==> src/ini_tok_pkg.sv <==
package ini_tok_pkg;

  // Width of the internal line and column counters; both saturate.
  localparam int unsigned LineBits   = 16;
  localparam int unsigned ColumnBits = 16;

  // Widths of the line and column fields on the result port.
  localparam int unsigned LineNoW = 16;
  localparam int unsigned ColNoW  = 16;

  // Keyword matcher: index runs from zero up to one past the keyword length.
  localparam int unsigned KwIdxW     = 4;
  localparam logic [KwIdxW-1:0] KeywordLen = 4'd7;

  localparam logic [7:0] ChTab      = 8'h09;
  localparam logic [7:0] ChNewline  = 8'h0A;
  localparam logic [7:0] ChVtab     = 8'h0B;
  localparam logic [7:0] ChFormfeed = 8'h0C;
  localparam logic [7:0] ChReturn   = 8'h0D;
  localparam logic [7:0] ChSpace    = 8'h20;
  localparam logic [7:0] ChDquote   = 8'h22;
  localparam logic [7:0] ChHash     = 8'h23;
  localparam logic [7:0] ChSquote   = 8'h27;
  localparam logic [7:0] ChLParen   = 8'h28;
  localparam logic [7:0] ChRParen   = 8'h29;
  localparam logic [7:0] ChComma    = 8'h2C;
  localparam logic [7:0] ChEquals   = 8'h3D;
  localparam logic [7:0] ChAt       = 8'h40;
  localparam logic [7:0] ChLBracket = 8'h5B;
  localparam logic [7:0] ChRBracket = 8'h5D;

  typedef enum logic [1:0] {
    KindValue = 2'd0,
    KindToken = 2'd1,
    KindError = 2'd2,
    KindEnd   = 2'd3
  } kind_e;

  typedef enum logic [2:0] {
    TokSection = 3'd0,
    TokAssign  = 3'd1,
    TokQuoted  = 3'd2,
    TokWord    = 3'd3,
    TokInclude = 3'd4,
    TokOpen    = 3'd5,
    TokClose   = 3'd6,
    TokComma   = 3'd7
  } tok_e;

  typedef enum logic [2:0] {
    ErrNone            = 3'd0,
    ErrSectionNewline  = 3'd1,
    ErrSectionReserved = 3'd2,
    ErrSectionEnd      = 3'd3,
    ErrSectionEmpty    = 3'd4,
    ErrQuoteEnd        = 3'd5,
    ErrBadInclude      = 3'd6
  } err_e;

  // One result word.
  typedef struct packed {
    kind_e               kind;
    tok_e                token_type;
    logic [7:0]          value_byte;
    err_e                error_code;
    logic [LineNoW-1:0]  line_no;
    logic [ColNoW-1:0]   column_no;
    logic                last;
  } res_t;

  // All results caused by one input word: a count of zero to two.
  typedef struct packed {
    logic [1:0] cnt;
    res_t       r0;
    res_t       r1;
  } lex_out_t;

  function automatic res_t mk_res(kind_e k, tok_e t, logic [7:0] b, err_e e,
                                  logic [LineNoW-1:0] ln, logic [ColNoW-1:0] cn);
    res_t r;
    r.kind       = k;
    r.token_type = t;
    r.value_byte = b;
    r.error_code = e;
    r.line_no    = ln;
    r.column_no  = cn;
    r.last       = 1'b0;
    return r;
  endfunction

  function automatic logic byte_reserved(logic [7:0] c);
    return (c == ChLParen) || (c == ChRParen) || (c == ChComma) || (c == ChSquote) ||
           (c == ChDquote) || (c == ChLBracket) || (c == ChRBracket) || (c == ChAt) ||
           (c == ChHash) || (c == ChEquals);
  endfunction

  function automatic logic byte_blank(logic [7:0] c);
    return (c == ChSpace) || (c == ChTab) || (c == ChNewline) || (c == ChVtab) ||
           (c == ChFormfeed) || (c == ChReturn);
  endfunction

  // Letters of the include keyword.
  function automatic logic [7:0] kw_char(logic [2:0] i);
    logic [7:0] c;
    case (i)
      3'd0: c = 8'h69;
      3'd1: c = 8'h6E;
      3'd2: c = 8'h63;
      3'd3: c = 8'h6C;
      3'd4: c = 8'h75;
      3'd5: c = 8'h64;
      3'd6: c = 8'h65;
      default: c = 8'h00;
    endcase
    return c;
  endfunction

endpackage

==> src/ini_text_tokenizer.sv <==
// Channel | Dir | Handshake              | Payload
// input   | in  | in_valid_i, in_stall_o | ch_i, end_of_input_i
// result  | out | out_valid_o, out_stall_i | kind_o, token_type_o, value_byte_o,
//         |     |                        | error_code_o, line_no_o, column_no_o, last_o
//
// A word is taken into the input register, lexed from there once the buffer has room,
// and its results land in a two-entry output buffer, from which the first result shows.
// One input word is taken per cycle while each causes at most one result and the
// result side does not stall; a word that causes two results holds the next word in
// the input register while the buffer drains. Reset clears the lexer state and empties
// both registers. A stall on the result side holds the shown word and, once the buffer
// cannot drain, raises in_stall_o.
module ini_text_tokenizer import ini_tok_pkg::*; (
  input  logic                clk_i,
  input  logic                rst_ni,
  input  logic                in_valid_i,
  output logic                in_stall_o,
  input  logic [7:0]          ch_i,
  input  logic                end_of_input_i,
  output logic                out_valid_o,
  input  logic                out_stall_i,
  output logic [1:0]          kind_o,
  output logic [2:0]          token_type_o,
  output logic [7:0]          value_byte_o,
  output logic [2:0]          error_code_o,
  output logic [LineNoW-1:0]  line_no_o,
  output logic [ColNoW-1:0]   column_no_o,
  output logic                last_o
);

  logic       in_vld_q;
  logic [7:0] ch_q;
  logic       eoi_q;
  logic       buf_free;
  logic       step;
  lex_out_t   lex_out;
  res_t       res;

  // The input register moves on to the lexer whenever the buffer can take its results.
  assign step       = in_vld_q && buf_free;
  assign in_stall_o = in_vld_q && !buf_free;

  always_ff @(posedge clk_i or negedge rst_ni) begin
    if (!rst_ni) begin
      in_vld_q <= 1'b0;
    end else if (!in_stall_o) begin
      in_vld_q <= in_valid_i;
    end
  end

  // Payload of the input register needs no reset.
  always_ff @(posedge clk_i) begin
    if (in_valid_i && !in_stall_o) begin
      ch_q  <= ch_i;
      eoi_q <= end_of_input_i;
    end
  end

  ini_tok_lexer u_lexer (
    .clk_i  (clk_i),
    .rst_ni (rst_ni),
    .step_i (step),
    .ch_i   (ch_q),
    .eoi_i  (eoi_q),
    .out_o  (lex_out)
  );

  ini_tok_outbuf u_outbuf (
    .clk_i   (clk_i),
    .rst_ni  (rst_ni),
    .push_i  (step),
    .data_i  (lex_out),
    .free_o  (buf_free),
    .stall_i (out_stall_i),
    .valid_o (out_valid_o),
    .res_o   (res)
  );

  assign kind_o       = res.kind;
  assign token_type_o = res.token_type;
  assign value_byte_o = res.value_byte;
  assign error_code_o = res.error_code;
  assign line_no_o    = res.line_no;
  assign column_no_o  = res.column_no;
  assign last_o       = res.last;

endmodule

==> src/ini_tok_lexer.sv <==
module ini_tok_lexer import ini_tok_pkg::*; (
  input  logic       clk_i,
  input  logic       rst_ni,
  input  logic       step_i,
  input  logic [7:0] ch_i,
  input  logic       eoi_i,
  output lex_out_t   out_o
);

  typedef enum logic [6:0] {
    ModeTop     = 7'b0000001,
    ModeComment = 7'b0000010,
    ModeSection = 7'b0000100,
    ModeQuoted  = 7'b0001000,
    ModeWord    = 7'b0010000,
    ModeInclude = 7'b0100000,
    ModeHalted  = 7'b1000000
  } mode_e;

  mode_e                 mode_q, mode_d;
  logic [LineBits-1:0]   line_q, line_d, line_inc;
  logic [ColumnBits-1:0] col_q, col_d, col_inc, tok_q, tok_d;
  logic                  name_ne_q, name_ne_d;
  logic                  dq_q, dq_d;
  logic [KwIdxW-1:0]     kw_idx_q, kw_idx_d;
  logic                  kw_mis_q, kw_mis_d;

  logic [LineNoW-1:0]    ln;
  logic [ColNoW-1:0]     cn, tn;
  logic                  kw_bad;
  logic                  pre_v, top_v, do_top;
  res_t                  pre_r, top_r, end_r;
  logic [1:0]            cnt;

  assign line_inc = (line_q == '1) ? line_q : line_q + 1'b1;
  assign col_inc  = (col_q == '1) ? col_q : col_q + 1'b1;
  assign ln       = LineNoW'(line_q);
  assign cn       = ColNoW'(col_q);
  assign tn       = ColNoW'(tok_q);
  assign kw_bad   = kw_mis_q || (kw_idx_q != KeywordLen);

  always_comb begin
    mode_d    = mode_q;
    line_d    = line_q;
    col_d     = col_q;
    tok_d     = tok_q;
    name_ne_d = name_ne_q;
    dq_d      = dq_q;
    kw_idx_d  = kw_idx_q;
    kw_mis_d  = kw_mis_q;
    pre_v     = 1'b0;
    top_v     = 1'b0;
    do_top    = 1'b0;
    pre_r     = mk_res(KindValue, TokSection, 8'h00, ErrNone, ln, cn);
    top_r     = pre_r;
    end_r     = mk_res(KindEnd, TokSection, 8'h00, ErrNone, ln, cn);

    if (eoi_i) begin
      case (mode_q)
        ModeSection: begin
          pre_v = 1'b1;
          pre_r = mk_res(KindError, TokSection, 8'h00, ErrSectionEnd, ln, cn);
        end
        ModeQuoted: begin
          pre_v = 1'b1;
          pre_r = mk_res(KindError, TokSection, 8'h00, ErrQuoteEnd, ln, cn);
        end
        ModeWord: begin
          pre_v = 1'b1;
          pre_r = mk_res(KindToken, TokWord, 8'h00, ErrNone, ln, tn);
        end
        ModeInclude: begin
          pre_v = 1'b1;
          if (kw_bad) begin
            pre_r = mk_res(KindError, TokSection, 8'h00, ErrBadInclude, ln, cn);
          end else begin
            pre_r = mk_res(KindToken, TokInclude, 8'h00, ErrNone, ln, tn);
          end
        end
        default: ;
      endcase
      mode_d    = ModeTop;
      line_d    = LineBits'(1);
      col_d     = '0;
      tok_d     = '0;
      name_ne_d = 1'b0;
      dq_d      = 1'b0;
      kw_idx_d  = '0;
      kw_mis_d  = 1'b0;
    end else begin
      case (mode_q)
        ModeTop: begin
          do_top = 1'b1;
        end
        ModeComment: begin
          if (ch_i == ChNewline) begin
            line_d = line_inc;
            col_d  = '0;
            mode_d = ModeTop;
          end else begin
            col_d = col_inc;
          end
        end
        ModeSection: begin
          if (ch_i == ChRBracket) begin
            pre_v = 1'b1;
            if (!name_ne_q) begin
              pre_r  = mk_res(KindError, TokSection, 8'h00, ErrSectionEmpty, ln, cn);
              mode_d = ModeHalted;
            end else begin
              pre_r  = mk_res(KindToken, TokSection, 8'h00, ErrNone, ln, tn);
              mode_d = ModeTop;
            end
          end else if (ch_i == ChNewline) begin
            pre_v  = 1'b1;
            pre_r  = mk_res(KindError, TokSection, 8'h00, ErrSectionNewline, ln, cn);
            mode_d = ModeHalted;
          end else if (byte_reserved(ch_i)) begin
            pre_v  = 1'b1;
            pre_r  = mk_res(KindError, TokSection, 8'h00, ErrSectionReserved, ln, cn);
            mode_d = ModeHalted;
          end else begin
            pre_v     = 1'b1;
            pre_r     = mk_res(KindValue, TokSection, ch_i, ErrNone, ln, cn);
            col_d     = col_inc;
            name_ne_d = 1'b1;
          end
        end
        ModeQuoted: begin
          pre_v = 1'b1;
          if (ch_i == (dq_q ? ChDquote : ChSquote)) begin
            pre_r  = mk_res(KindToken, TokQuoted, 8'h00, ErrNone, ln, tn);
            mode_d = ModeTop;
          end else begin
            pre_r = mk_res(KindValue, TokQuoted, ch_i, ErrNone, ln, cn);
            col_d = col_inc;
          end
        end
        ModeWord: begin
          pre_v = 1'b1;
          if (byte_blank(ch_i) || byte_reserved(ch_i)) begin
            pre_r  = mk_res(KindToken, TokWord, 8'h00, ErrNone, ln, tn);
            mode_d = ModeTop;
            do_top = 1'b1;
          end else begin
            pre_r = mk_res(KindValue, TokWord, ch_i, ErrNone, ln, cn);
            col_d = col_inc;
          end
        end
        ModeInclude: begin
          if ((ch_i == ChSpace) || (ch_i == ChTab)) begin
            pre_v = 1'b1;
            if (kw_bad) begin
              pre_r  = mk_res(KindError, TokSection, 8'h00, ErrBadInclude, ln, cn);
              mode_d = ModeHalted;
            end else begin
              pre_r  = mk_res(KindToken, TokInclude, 8'h00, ErrNone, ln, tn);
              mode_d = ModeTop;
              do_top = 1'b1;
            end
          end else begin
            if ((kw_idx_q >= KeywordLen) || (kw_char(kw_idx_q[2:0]) != ch_i)) begin
              kw_mis_d = 1'b1;
            end
            if (kw_idx_q <= KeywordLen) begin
              kw_idx_d = kw_idx_q + 1'b1;
            end
            col_d = col_inc;
          end
        end
        default: ;
      endcase

      // Top-level handling; a word or keyword that ends here hands its byte on.
      if (do_top) begin
        if (ch_i == ChNewline) begin
          line_d = line_inc;
          col_d  = '0;
        end else if (ch_i == ChHash) begin
          col_d  = col_inc;
          mode_d = ModeComment;
        end else if (ch_i == ChLBracket) begin
          tok_d     = col_q;
          name_ne_d = 1'b0;
          mode_d    = ModeSection;
        end else if (ch_i == ChEquals) begin
          top_v = 1'b1;
          top_r = mk_res(KindToken, TokAssign, 8'h00, ErrNone, ln, cn);
          col_d = col_inc;
        end else if (byte_blank(ch_i)) begin
          col_d = col_inc;
        end else if (ch_i == ChAt) begin
          tok_d    = col_q;
          kw_idx_d = '0;
          kw_mis_d = 1'b0;
          mode_d   = ModeInclude;
        end else if ((ch_i == ChSquote) || (ch_i == ChDquote)) begin
          tok_d  = col_q;
          dq_d   = (ch_i == ChDquote);
          mode_d = ModeQuoted;
        end else if (ch_i == ChLParen) begin
          top_v = 1'b1;
          top_r = mk_res(KindToken, TokOpen, 8'h00, ErrNone, ln, cn);
          col_d = col_inc;
        end else if (ch_i == ChRParen) begin
          top_v = 1'b1;
          top_r = mk_res(KindToken, TokClose, 8'h00, ErrNone, ln, cn);
          col_d = col_inc;
        end else if (ch_i == ChComma) begin
          top_v = 1'b1;
          top_r = mk_res(KindToken, TokComma, 8'h00, ErrNone, ln, cn);
          col_d = col_inc;
        end else begin
          tok_d  = col_q;
          top_v  = 1'b1;
          top_r  = mk_res(KindValue, TokWord, ch_i, ErrNone, ln, cn);
          col_d  = col_inc;
          mode_d = ModeWord;
        end
      end
    end
  end

  // Results in order: the mode's own result, then the top-level one, then end of document.
  assign cnt = {1'b0, pre_v} + {1'b0, top_v} + {1'b0, eoi_i};

  always_comb begin
    out_o.cnt = cnt;
    out_o.r0  = pre_v ? pre_r : (top_v ? top_r : end_r);
    out_o.r1  = (pre_v && top_v) ? top_r : end_r;
    out_o.r0.last = (cnt == 2'd1);
    out_o.r1.last = 1'b1;
  end

  always_ff @(posedge clk_i or negedge rst_ni) begin
    if (!rst_ni) begin
      mode_q    <= ModeTop;
      line_q    <= LineBits'(1);
      col_q     <= '0;
      tok_q     <= '0;
      name_ne_q <= 1'b0;
      dq_q      <= 1'b0;
      kw_idx_q  <= '0;
      kw_mis_q  <= 1'b0;
    end else if (step_i) begin
      mode_q    <= mode_d;
      line_q    <= line_d;
      col_q     <= col_d;
      tok_q     <= tok_d;
      name_ne_q <= name_ne_d;
      dq_q      <= dq_d;
      kw_idx_q  <= kw_idx_d;
      kw_mis_q  <= kw_mis_d;
    end
  end

endmodule

==> src/ini_tok_outbuf.sv <==
module ini_tok_outbuf import ini_tok_pkg::*; (
  input  logic     clk_i,
  input  logic     rst_ni,
  input  logic     push_i,
  input  lex_out_t data_i,
  output logic     free_o,
  input  logic     stall_i,
  output logic     valid_o,
  output res_t     res_o
);

  logic [1:0] cnt_q, cnt_d;
  res_t       slot0_q, slot0_d, slot1_q, slot1_d;
  logic       pop;

  assign valid_o = (cnt_q != 2'd0);
  assign pop     = valid_o && !stall_i;
  // The buffer takes a new set of results only when it is empty or its last result leaves in this cycle.
  assign free_o  = (cnt_q == 2'd0) || ((cnt_q == 2'd1) && pop);
  assign res_o   = slot0_q;

  always_comb begin
    cnt_d   = cnt_q;
    slot0_d = slot0_q;
    slot1_d = slot1_q;
    if (push_i) begin
      cnt_d   = data_i.cnt;
      slot0_d = data_i.r0;
      slot1_d = data_i.r1;
    end else if (pop) begin
      cnt_d   = cnt_q - 2'd1;
      slot0_d = slot1_q;
    end
  end

  always_ff @(posedge clk_i or negedge rst_ni) begin
    if (!rst_ni) begin
      cnt_q <= 2'd0;
    end else begin
      cnt_q <= cnt_d;
    end
  end

  always_ff @(posedge clk_i) begin
    slot0_q <= slot0_d;
    slot1_q <= slot1_d;
  end

endmodule

==> config.mk <==
export PLATFORM = sky130hd
export DESIGN_NAME = ini_text_tokenizer
export DESIGN_NICKNAME = d
export VERILOG_FILES = /design/src/ini_tok_pkg.sv /design/src/ini_text_tokenizer.sv /design/src/ini_tok_lexer.sv /design/src/ini_tok_outbuf.sv
export SDC_FILE = /design/constraint.sdc
export NUM_CORES = 1
export LEC_CHECK = 0
export ABC_AREA = 1
export BUFFER_PORTS_ARGS = -buffer_cell sky130_fd_sc_hd__buf_2
export CAP_MARGIN = 40
export CORE_MARGIN = 3
export CORE_UTILIZATION = 40
export CTS_CLUSTER_DIAMETER = 80
export CTS_CLUSTER_SIZE = 12
export DETAILED_ROUTE_END_ITERATION = 8
export PLACE_DENSITY_LB_ADDON = 0.15
export SETUP_SLACK_MARGIN = 0.1
export SLEW_MARGIN = 20
export SYNTH_ARGS = -nofsm -noshare
export SYNTH_HDL_FRONTEND = slang
export SYNTH_SLANG_ARGS = --single-unit
==> constraint.sdc <==
create_clock -name clk_i -period 6.3 [get_ports clk_i]
set_input_delay 0.63 -clock clk_i [delete_from_list [all_inputs] [get_ports clk_i]]
set_output_delay 0.63 -clock clk_i [all_outputs]
set_load 0.05 [all_outputs]
Word level (Yosys, flattened, before mapping)
Cells that the tools add are included.

cells by class
  add/subtract/negate cells = 6
  multiply operators = 0
  divide/modulo/power cells = 0
  order comparisons = 2
  equality and inequality tests = 46
  shift-type cells = 0
  muxes and demuxes = 151
  bitwise gates (word level) = 0
  reduce and logical (&&, ||, !) cells = 38

operators with widths
  operator                 count
  $mux W49                 22
  $mux W16                 35
  $pmux W49 S4             2
  $mux W7                  21
  $mux W48                 3
  $pmux W16 S5             1
  $eq A8 B6 Y1 const B     8
  $pmux W7 S7              1
  $mux W1                  45
  $mux W4                  11
  $eq A8 B4 Y1 const B     5
  $pmux W7 S5              1
  $mux W33                 1
  $add A16 B1 Y16 const B  2
  $eq A16 B16 Y1 const B   2
  $eq A8 B7 Y1 const B     3
  $mux W8                  3
  $logic_or A1 B1 Y1       19
  $reduce_and A9 Y1        2
  $ne A5 B5 Y1 const B     3
  $ne A2 B2 Y1 const B     6
  $eq A3 B3 Y1 const B     3
  $eq A8 B8 Y1             1
  $ne A8 B8 Y1             1
  other kinds (29)         42

storage, ports and cells
  register bits = 171
  bits in latches = 0
  RAM bits = 0
  bits in read-only memories = 0
  input port bits = 13
  output and inout port bits = 51
  word-level logic and storage cells = 268
  memories = 0

Depth between registers and ports, before layout
Gate-level depths: netlist of run 1.

  depth after elaboration = 26
  gate-level depth with buffers = 20
  mapped depth without buffers = 19

Hierarchy
A second synthesis of run 1 with hierarchy kept.

unflattened totals
  cell total of the unflattened synthesis = 1360
  area total of the unflattened synthesis = 10572.6 um^2

modules (own cells, without submodules)
  module              instances  cells each  area each (um^2)  seq. area each (um^2)
  ini_tok_lexer       1          1063        6505.0            1554.0
  ini_tok_outbuf      1          279         3732.3            2992.9
  ini_text_tokenizer  1          18          335.3             295.3

Worst setup path after synthesis of run 1
OpenSTA, ideal clock, no wires.

  kind = input-to-reg
  start point = input out_stall_i
  end point = register u_outbuf.cnt_q[1]
  setup time = 0.339 ns
  arrival = 4.504 ns
  data required time = 5.961 ns
  slack = 1.457 ns
  stages on the path = 2
  path buffers = 0
  path through = o21ai_0 -> o221ai_1

between the ends
  word-level cells in the longest chain between the ends = 6
  elaborated cells between the ends (all ways) = 7
  those cells by class = 1 x mux; 6 x reduce/logical

ends and longest elaborated chain
  what                                           RTL line                  text
  from (decl)                                    ini_text_tokenizer.sv:21  input logic out_stall_i,
  $logic_not A1 Y1 (*)                           ini_tok_outbuf.sv:17      assign pop = valid_o && !stall_i;
  $logic_and A1 B1 Y1 (*)                        ini_tok_outbuf.sv:17
  $logic_and A1 B1 Y1                            ini_tok_outbuf.sv:19      assign free_o = (cnt_q == 2'd0) || ((cnt_q == 2'd1) && pop);
  $logic_or A1 B1 Y1                             ini_tok_outbuf.sv:19
  $logic_and A1 B1 Y1                            ini_text_tokenizer.sv:40  assign step = in_vld_q && buf_free;
  $mux W2 or $reduce_bool A2 Y1 (tied branches)  n/a
  to (signal assigned)                           ini_tok_outbuf.sv:40      cnt_q <= cnt_d;
  to (decl)                                      ini_tok_outbuf.sv:12      logic [1:0] cnt_q, cnt_d;

Every way passes the cells marked *; elsewhere a longest branch is shown, timed or not.
A chain may end at the register's enable or synchronous reset.

Worst setup path after layout of run 1
  start point = register ch_q[0]
  end point = register u_outbuf.cnt_q[0]

between the ends
  word-level cells in the longest chain between the ends = 19
  elaborated cells between the ends (all ways) = 51
  those cells by class = 2 x add/sub; 16 x eq/ne; 17 x mux; 16 x reduce/logical

ends and longest elaborated chain
  what                              RTL line                  text
  from (decl)                       ini_text_tokenizer.sv:32  logic [7:0] ch_q;
  from (signal assigned)            ini_text_tokenizer.sv:54  ch_q <= ch_i;
  $eq A8 B6 Y1                      ini_tok_pkg.sv:92         return (c == ChLParen) || (c == ChRParen) || (c == ChComma) || (c == ChSquote) ||
  $logic_or A1 B1 Y1 (4 in series)  ini_tok_pkg.sv:92
  $logic_or A1 B1 Y1 (4 in series)  ini_tok_pkg.sv:93         (c == ChDquote) || (c == ChLBracket) || (c == ChRBracket) || (c == ChAt) ||
  $logic_or A1 B1 Y1                ini_tok_pkg.sv:94         (c == ChHash) || (c == ChEquals);
  $logic_or A1 B1 Y1                ini_tok_lexer.sv:141      if (byte_blank(ch_i) || byte_reserved(ch_i)) begin
  $mux W1                           ini_tok_lexer.sv:141
  $pmux W1 S3                       ini_tok_lexer.sv:91       case (mode_q)
  $mux W1                           ini_tok_lexer.sv:58       if (eoi_i) begin
  $mux W1                           ini_tok_lexer.sv:175      if (do_top) begin
  $mux W1                           ini_tok_lexer.sv:58
  $add A1 B1 Y2 (*)                 ini_tok_lexer.sv:225      assign cnt = {1'b0, pre_v} + {1'b0, top_v} + {1'b0, eoi_i};
  $add A2 B1 Y2 (*)                 ini_tok_lexer.sv:225
  $mux W2 (*)                       ini_tok_outbuf.sv:26      if (push_i) begin

Every way passes the cells marked *; elsewhere a longest branch is shown, timed or not. The select of a mux whose other input is x is not followed.

==> flow_summary.ini, run 1 <==
[yosys]
async_flop_share = 0.3869
yosysSeqAreaShare = 0.4538
synth_edf_count = 103
synth_ff_type = edfxtp_1
synth_largest_area_cell = edfxtp_1
syn_area_um2 = 10400
synth-seq-cells = 168
postSynthCellCount = 1313
synth_top_area_frac = 0.2973
avgSynthCellArea_um2 = 7.925
synth_area_leaders = edfxtp_1 (30%), dfrtp_1 (15%), nand2_1 (10%)
synth_warnings = 0
ys_types = 57

[power]
p_comb_frac = 0.496
seq_power_share = 0.326
power.share.clock = 0.179
vdd_drop_max_mv = 0.3592
cell_internal_pwr_mw = 2.912
power_density_nw_per_um2 = 509.1
p_sw_frac = 0.5078
p_leak_nw = 4.842
power.switching_mw = 3.004
power_mw = 5.916

[finish]
antenna_cells = 0
drive_above_1_share = 0.1309
nets = 1377
syn2layout_area_growth_pct = 11.68
post-route-util = 0.4575
final_cells = 1697

[critical_path]
critPathMaxFanout = 24
r2r_slack_ns = 2.79
r2r_start = ch_q[0]
end_kind = register
reg2reg_depth = 17
crit_path_end = u_outbuf.cnt_q[0]
crit_path_frequent_cell = nand2_1
startpoint_type = register
arrival_ns = 3.86
critPathBufInv = 3
worst_ep_required_time_ns = 6.65
crit_family = simple AND/OR/NAND/NOR gates
worstSetupPathType = reg -> reg
slowest_stage = edfxtp_1
path_cells = nand2_1, inv_1, nand2_1, inv_1, nand2_2, nand2_1, nor2_2, nand3_2, nand2_4, nand3_4, nand2_4, clkinv_2, nand4_1, fa_1, o21ai_0, nand2_1, o21ai_0
cp_slowest_stage_delay_ns = 0.55
startpoint = ch_q[0]
timing.rr.end = u_outbuf.cnt_q[0]
worst-path-stages = 17

[global_routing]
grt_overflow = 0
grt_usage = 0.2345
antenna_found_initial = 0
first_global_vias = 9071
grt_max_degree = 70
grt_pass1_wl_um = 52200

[timing]
finalCritPeriodShare = 0.5571
maxClockFrequency_mhz = 284.9
fin_crit_ns = 3.510
timing.final.ws_setup_ns = 2.790
fin_tns_setup_ns = 0
final_max_slew_viol_count = 0
maxSlewHeadroom = 0.4540
hold_viol_final = 0
tightest_slew_ns = 0.8104
setup_viol = 0
rsz0062_at_grt = no
fin_skew_ns = 0.01092

[drt]
ant_nets = 0
wirelength_um = 32930
wl_per_cell_um = 19.41
drt_iter0_drc = 1089
dr_total_vias = 9669
route.detailed.drc = 0
routed_via_density = 5.698
drt_pass1_iterations = 7

[floorplan]
fp.coreArea_um2 = 25400
dieArea_um2 = 27980
initial_core_util = 0.4097
die_h_um = 167.3
pin_count = 64
dieWidth_um = 167.3
rows = 58

[placed_design]
place.gp.congestion = 0.9147
dp_cells = 1665
detailed_place_hpwl_um = 22760
io_buffers = 63
dpl_worst_slack_ns = 2.846

[run_status]
outcome = finished, final reports clean

[clocking]
cts-root-buf = clkbuf_16
insertion_delay_ns = 0.44
h-tree-depth = 4
post_cts_buffers = 0
clock_path_buffers = 2
clk_pin_slew_ns = 0.08
ctsResizeCount = 0
postCtsHoldBufs = 0
cts_made_buffers = 17
cts_tree = yes
clock_sinks = 168

[run]
maxCapViolCount = 0

[min_path]
hold_path_class = in -> async
## registers in the layout, indices dropped and copies added, names as in the netlist
name,flops
u_outbuf.cnt_q,2
u_lexer.cn,16
u_lexer.dq_q,1
u_lexer.kw_mis_q,1
in_vld_q,1
u_lexer.line_q,16
u_lexer.mode_q,7
eoi_q,1
u_lexer.tn,16
ch_q,8
u_outbuf.slot1_q,45
u_lexer.name_ne_q,1
u_outbuf.res_o,49
u_lexer.kw_idx_q,4
## Yosys cell counts (7+ instances only)
cell / number
nand2_4: 7
o221ai_1: 9
o22ai_1: 35
nand2_2: 13
nand2_1: 283
xor2_1: 16
dfrtp_1: 63
buf_2: 10
nor3_1: 31
nor2_1: 108
a21oi_1: 39
nand4_1: 39
nand3_1: 111
edfxtp_1: 103
inv_2: 14
inv_1: 123
o211ai_1: 21
nor2_2: 8
buf_1: 8
a211oi_1: 8
clkbuf_1: 33
ha_1: 9
o21ai_1: 8
o21ai_0: 150
## metal layers
metal,wire length (µm),vias to the layer above,GRT usage,share of wire
li1,-,4631,-,-
met1,15180,4581,0.3408,0.46
met2,14820,397,0.3653,0.45
met3,2224,60,0.03659,0.068
met4,707,0,0.06581,0.021
met5,0,-,0,0
## cell type report
class | instances | area (µm²)
clock buffers | 17 | 425.4
flip-flops and latches | 168 | 4722
multi-input cells | 950 | 4937
inverters | 143 | 540.5
well taps | 330 | 412.9
repair buffers | 74 | 417.9
clock inverters | 15 | 163.9
fillers | 2561 | 13780
## cell usage in the layout, fill, tap and decap left out, drive strengths merged, types with 2 or more instances in the layout
master / instances
nand3: 115
nand4: 43
a211oi: 8
clkinv: 12
o21ai: 160
nor2: 121
a31oi: 5
or2: 3
o31ai: 3
o22ai: 40
conb: 3
o32ai: 2
nor4: 5
dfstp: 2
ha: 9
o221ai: 9
nand3b: 2
xor2: 16
edfxtp: 103
nand2: 303
o211ai: 21
dfrtp: 63
clkinvlp: 2
clkbuf: 17
inv: 144
buf: 74
nor3: 31
o21a: 2
a21oi: 40
## how the worst min path moves through the flow
stage	start	end	slack, ns	depth (start not counted)
floorplan	rst_ni	in_vld_q	0.33	0
global placement	u_lexer.line_q[15]	u_outbuf.slot1_q[32]	0.43	0
detailed placement	u_lexer.line_q[15]	u_outbuf.slot1_q[32]	0.43	0
CTS	rst_ni	u_lexer.dq_q	0.17	2
global route	rst_ni	u_lexer.dq_q	0.18	2
finish	rst_ni	u_lexer.dq_q	0.16	2
## power by group through the flow
stage          Combinational [mW]  Clock (mW)  Sequential (mW)
2_1_floorplan                1.58           0             2.51
3_3_place_gp                 2.92           0             1.94
3_5_place_dp                 2.93           0             1.95
4_1_cts                      2.94        1.07             1.93
5_1_grt                      3.21        1.12             1.97
6_report                     2.93        1.06             1.93
## metrics by stage
stage          area [µm²]  hold WS (ns)
2_1_floorplan       10410        0.3344
3_3_place_gp        11000        0.4280
3_5_place_dp        11030        0.4340
4_1_cts             11620        0.1697
5_1_grt             11620        0.1796
6_report            11620        0.1634
## kinds of logic (layout without fill, tap and decap cells)
logic type	count (synthesis)	after routing	synth area share
AND/OR/NAND/NOR	625	625	0.2784
AO/OA/AOI/OAI	295	295	0.1659
buffers and inverters	197	249	0.07443
flip-flops	168	168	0.4538
XOR/XNOR	17	17	0.01431
adder cells (fa/ha/maj)	10	10	0.01275
other	1	3	0.0003604
## worst register-to-register path: stages, from the launching register on
cell and delay, ns:
edfxtp_1 0.55, nand2_1 0.16, inv_1 0.10, nand2_1 0.10, inv_1 0.05, nand2_2 0.18
nand2_1 0.10, nor2_2 0.16, nand3_2 0.17, nand2_4 0.15, nand3_4 0.37, nand2_4 0.28
clkinv_2 0.11, nand4_1 0.13, fa_1 0.48, o21ai_0 0.17, nand2_1 0.06, o21ai_0 0.10
Power figures use the tool's default switching activity.
==> run 2: changes to the inputs <==
==> constraint.sdc (replaced) <==
create_clock -name clk_i -period 3 [get_ports clk_i]
set_input_delay 0.3 -clock clk_i [delete_from_list [all_inputs] [get_ports clk_i]]
set_output_delay 0.3 -clock clk_i [all_outputs]
set_load 0.05 [all_outputs]
==> run 2 against run 1 <==
Against the previous run:
- cell count grew 4.7%
- non-clock buffer count grew 80
- critical path type unchanged
- die area is the same
- clock power grew 120%
==> flow_summary.ini, run 2 (synthesis results as in run 1) <==
[drt]
routed.top_layer = met5
wl_met2_um = 15490
wl_per_cell_um = 19.95
ant_nets = 0
dr_total_vias = 9965
drt_iter0_drc = 1138
routed_via_density = 5.608
route.detailed.drc = 0
drt_pass1_iterations = 5
wirelength_um = 35440
wl_met1_um = 16620
met3_length_um = 2098

[placed_design]
io_buffers = 63
detailed_place_hpwl_um = 25150
placed_area_um2 = 11510
place.gp.congestion = 0.9316

[critical_path]
cp_slowest_stage_delay_ns = 0.50
critPathBufInv = 2
slowest_stage = edfxtp_1
path_cells = inv_2, nand2_4, nor2_8, nand2_2, nand2_2, nor2_2, nand2_1, nor2_4, nand2_4, nand4_1, a21oi_1, buf_4, nor2_1, o21ai_0, nand2_1
reg2reg_depth = 15
crit_family = simple AND/OR/NAND/NOR gates
startpoint_type = register
arrival_ns = 2.91
worst_ep_required_time_ns = 3.19
r2r_slack_ns = 0.28
worstSetupPathType = reg -> reg
end_kind = register
critPathMaxFanout = 8
worst-path-stages = 15

[clocking]
insertion_delay_ns = 0.45
clk_pin_slew_ns = 0.08
cts-root-buf = clkbuf_16
clock_path_buffers = 2
cts_tree = yes
h-tree-depth = 4
cts_made_buffers = 17
clock_sinks = 168

[finish]
drive_above_1_share = 0.1873
layout_common_cells = nand2_1 (277), o21ai_0 (149), inv_1 (123), nand3_1 (109), edfxtp_1 (103)
nets = 1457
mostFrequentLayoutCell = nand2_1
syn2layout_area_growth_pct = 19.20
post-route-util = 0.4883
largest_reg_flops = 49
final_area_um2 = 12400
antenna_cells = 0

[floorplan]
die_h_um = 167.3
fp.coreArea_um2 = 25400
pin_count = 64
dieWidth_um = 167.3
rows = 58
initial_core_util = 0.4097
dieArea_um2 = 27980

[timing]
final_max_slew_viol_count = 0
fin_skew_ns = 0.01359
tightest_slew_ns = 0.6886
finalCritPeriodShare = 0.9068
fin_tns_setup_ns = 0
maxSlewHeadroom = 0.5361
hold_viol_final = 0
fin_crit_ns = 2.720
fin_hold_ws_ns = 0.02734
rsz0062_at_grt = no
maxClockFrequency_mhz = 367.6
setup_viol = 0

[global_routing]
grt_usage = 0.2515
antenna_found_initial = 0
first_global_vias = 9527
grt_max_degree = 86
grt_pass1_wl_um = 55430
grt_overflow = 0

[power]
power_density_nw_per_um2 = 1057
vdd_drop_max_mv = 0.5347
p_leak_nw = 5.264

[min_path]
hold_path_class = in -> reg
hold-path-cell-count = 1

[run_status]
outcome = finished, final reports clean

[run]
maxCapViolCount = 0
==> run 2: repair_timing <==
item                                   in CTS  in global routing
resized for setup                           1                 20
pin swaps                                   0                  8
endpoints found under the hold margin      19                  0
setup endpoints to repair                   2                 63
hold buffers                                1                  0
gates cloned                                0                  0
buffers inserted                            0                 24
==> run 2: area by class of cell <==
class,instances,area (µm²)
fillers,2573,13000
multi-input cells,950,5015
flip-flops and latches,168,4722
repair buffers,154,1092
inverters,143,543.0
clock buffers,18,439.2
well taps,330,412.9
clock inverters,14,178.9
==> run 2: final timing paths <==
check                              startpoint              endpoint
setup / recovery                      ch_q[6]    u_outbuf.res_o[11]
hold / removal                        ch_i[1]               ch_q[1]
setup reg to reg                      ch_q[6]    u_outbuf.res_o[11]
hold reg to reg            u_lexer.line_q[15]  u_outbuf.slot1_q[32]
max in group asynchronous              rst_ni     u_lexer.line_q[0]
min in group asynchronous              rst_ni          u_lexer.dq_q
==> run 2: power breakdown <==
group | internal (mW) | switching, mW
logic | 1.80 | 4.97
registers | 3.61 | 0.401
clock network | 1.22 | 1.12
==> run 2: metrics by stage <==
stage / std cells / setup WS, ns / power, mW
floorplan: 1315 / 0.3842 / 8.551
global placement: 1720 / 0.1506 / 10.61
detailed placement: 1720 / 0.01582 / 10.66
CTS: 1753 / 0.1396 / 13.03
global route: 1777 / 0.1134 / 13.94
finish: 1777 / 0.2797 / 13.11
==> run 2: layer usage <==
metal | track usage | vias up
met1 | 0.3654 | 4697
met5 | 0.01217 | -
met2 | 0.3832 | 386
met4 | 0.09783 | 2
li1 | - | 4813
met3 | 0.03140 | 67
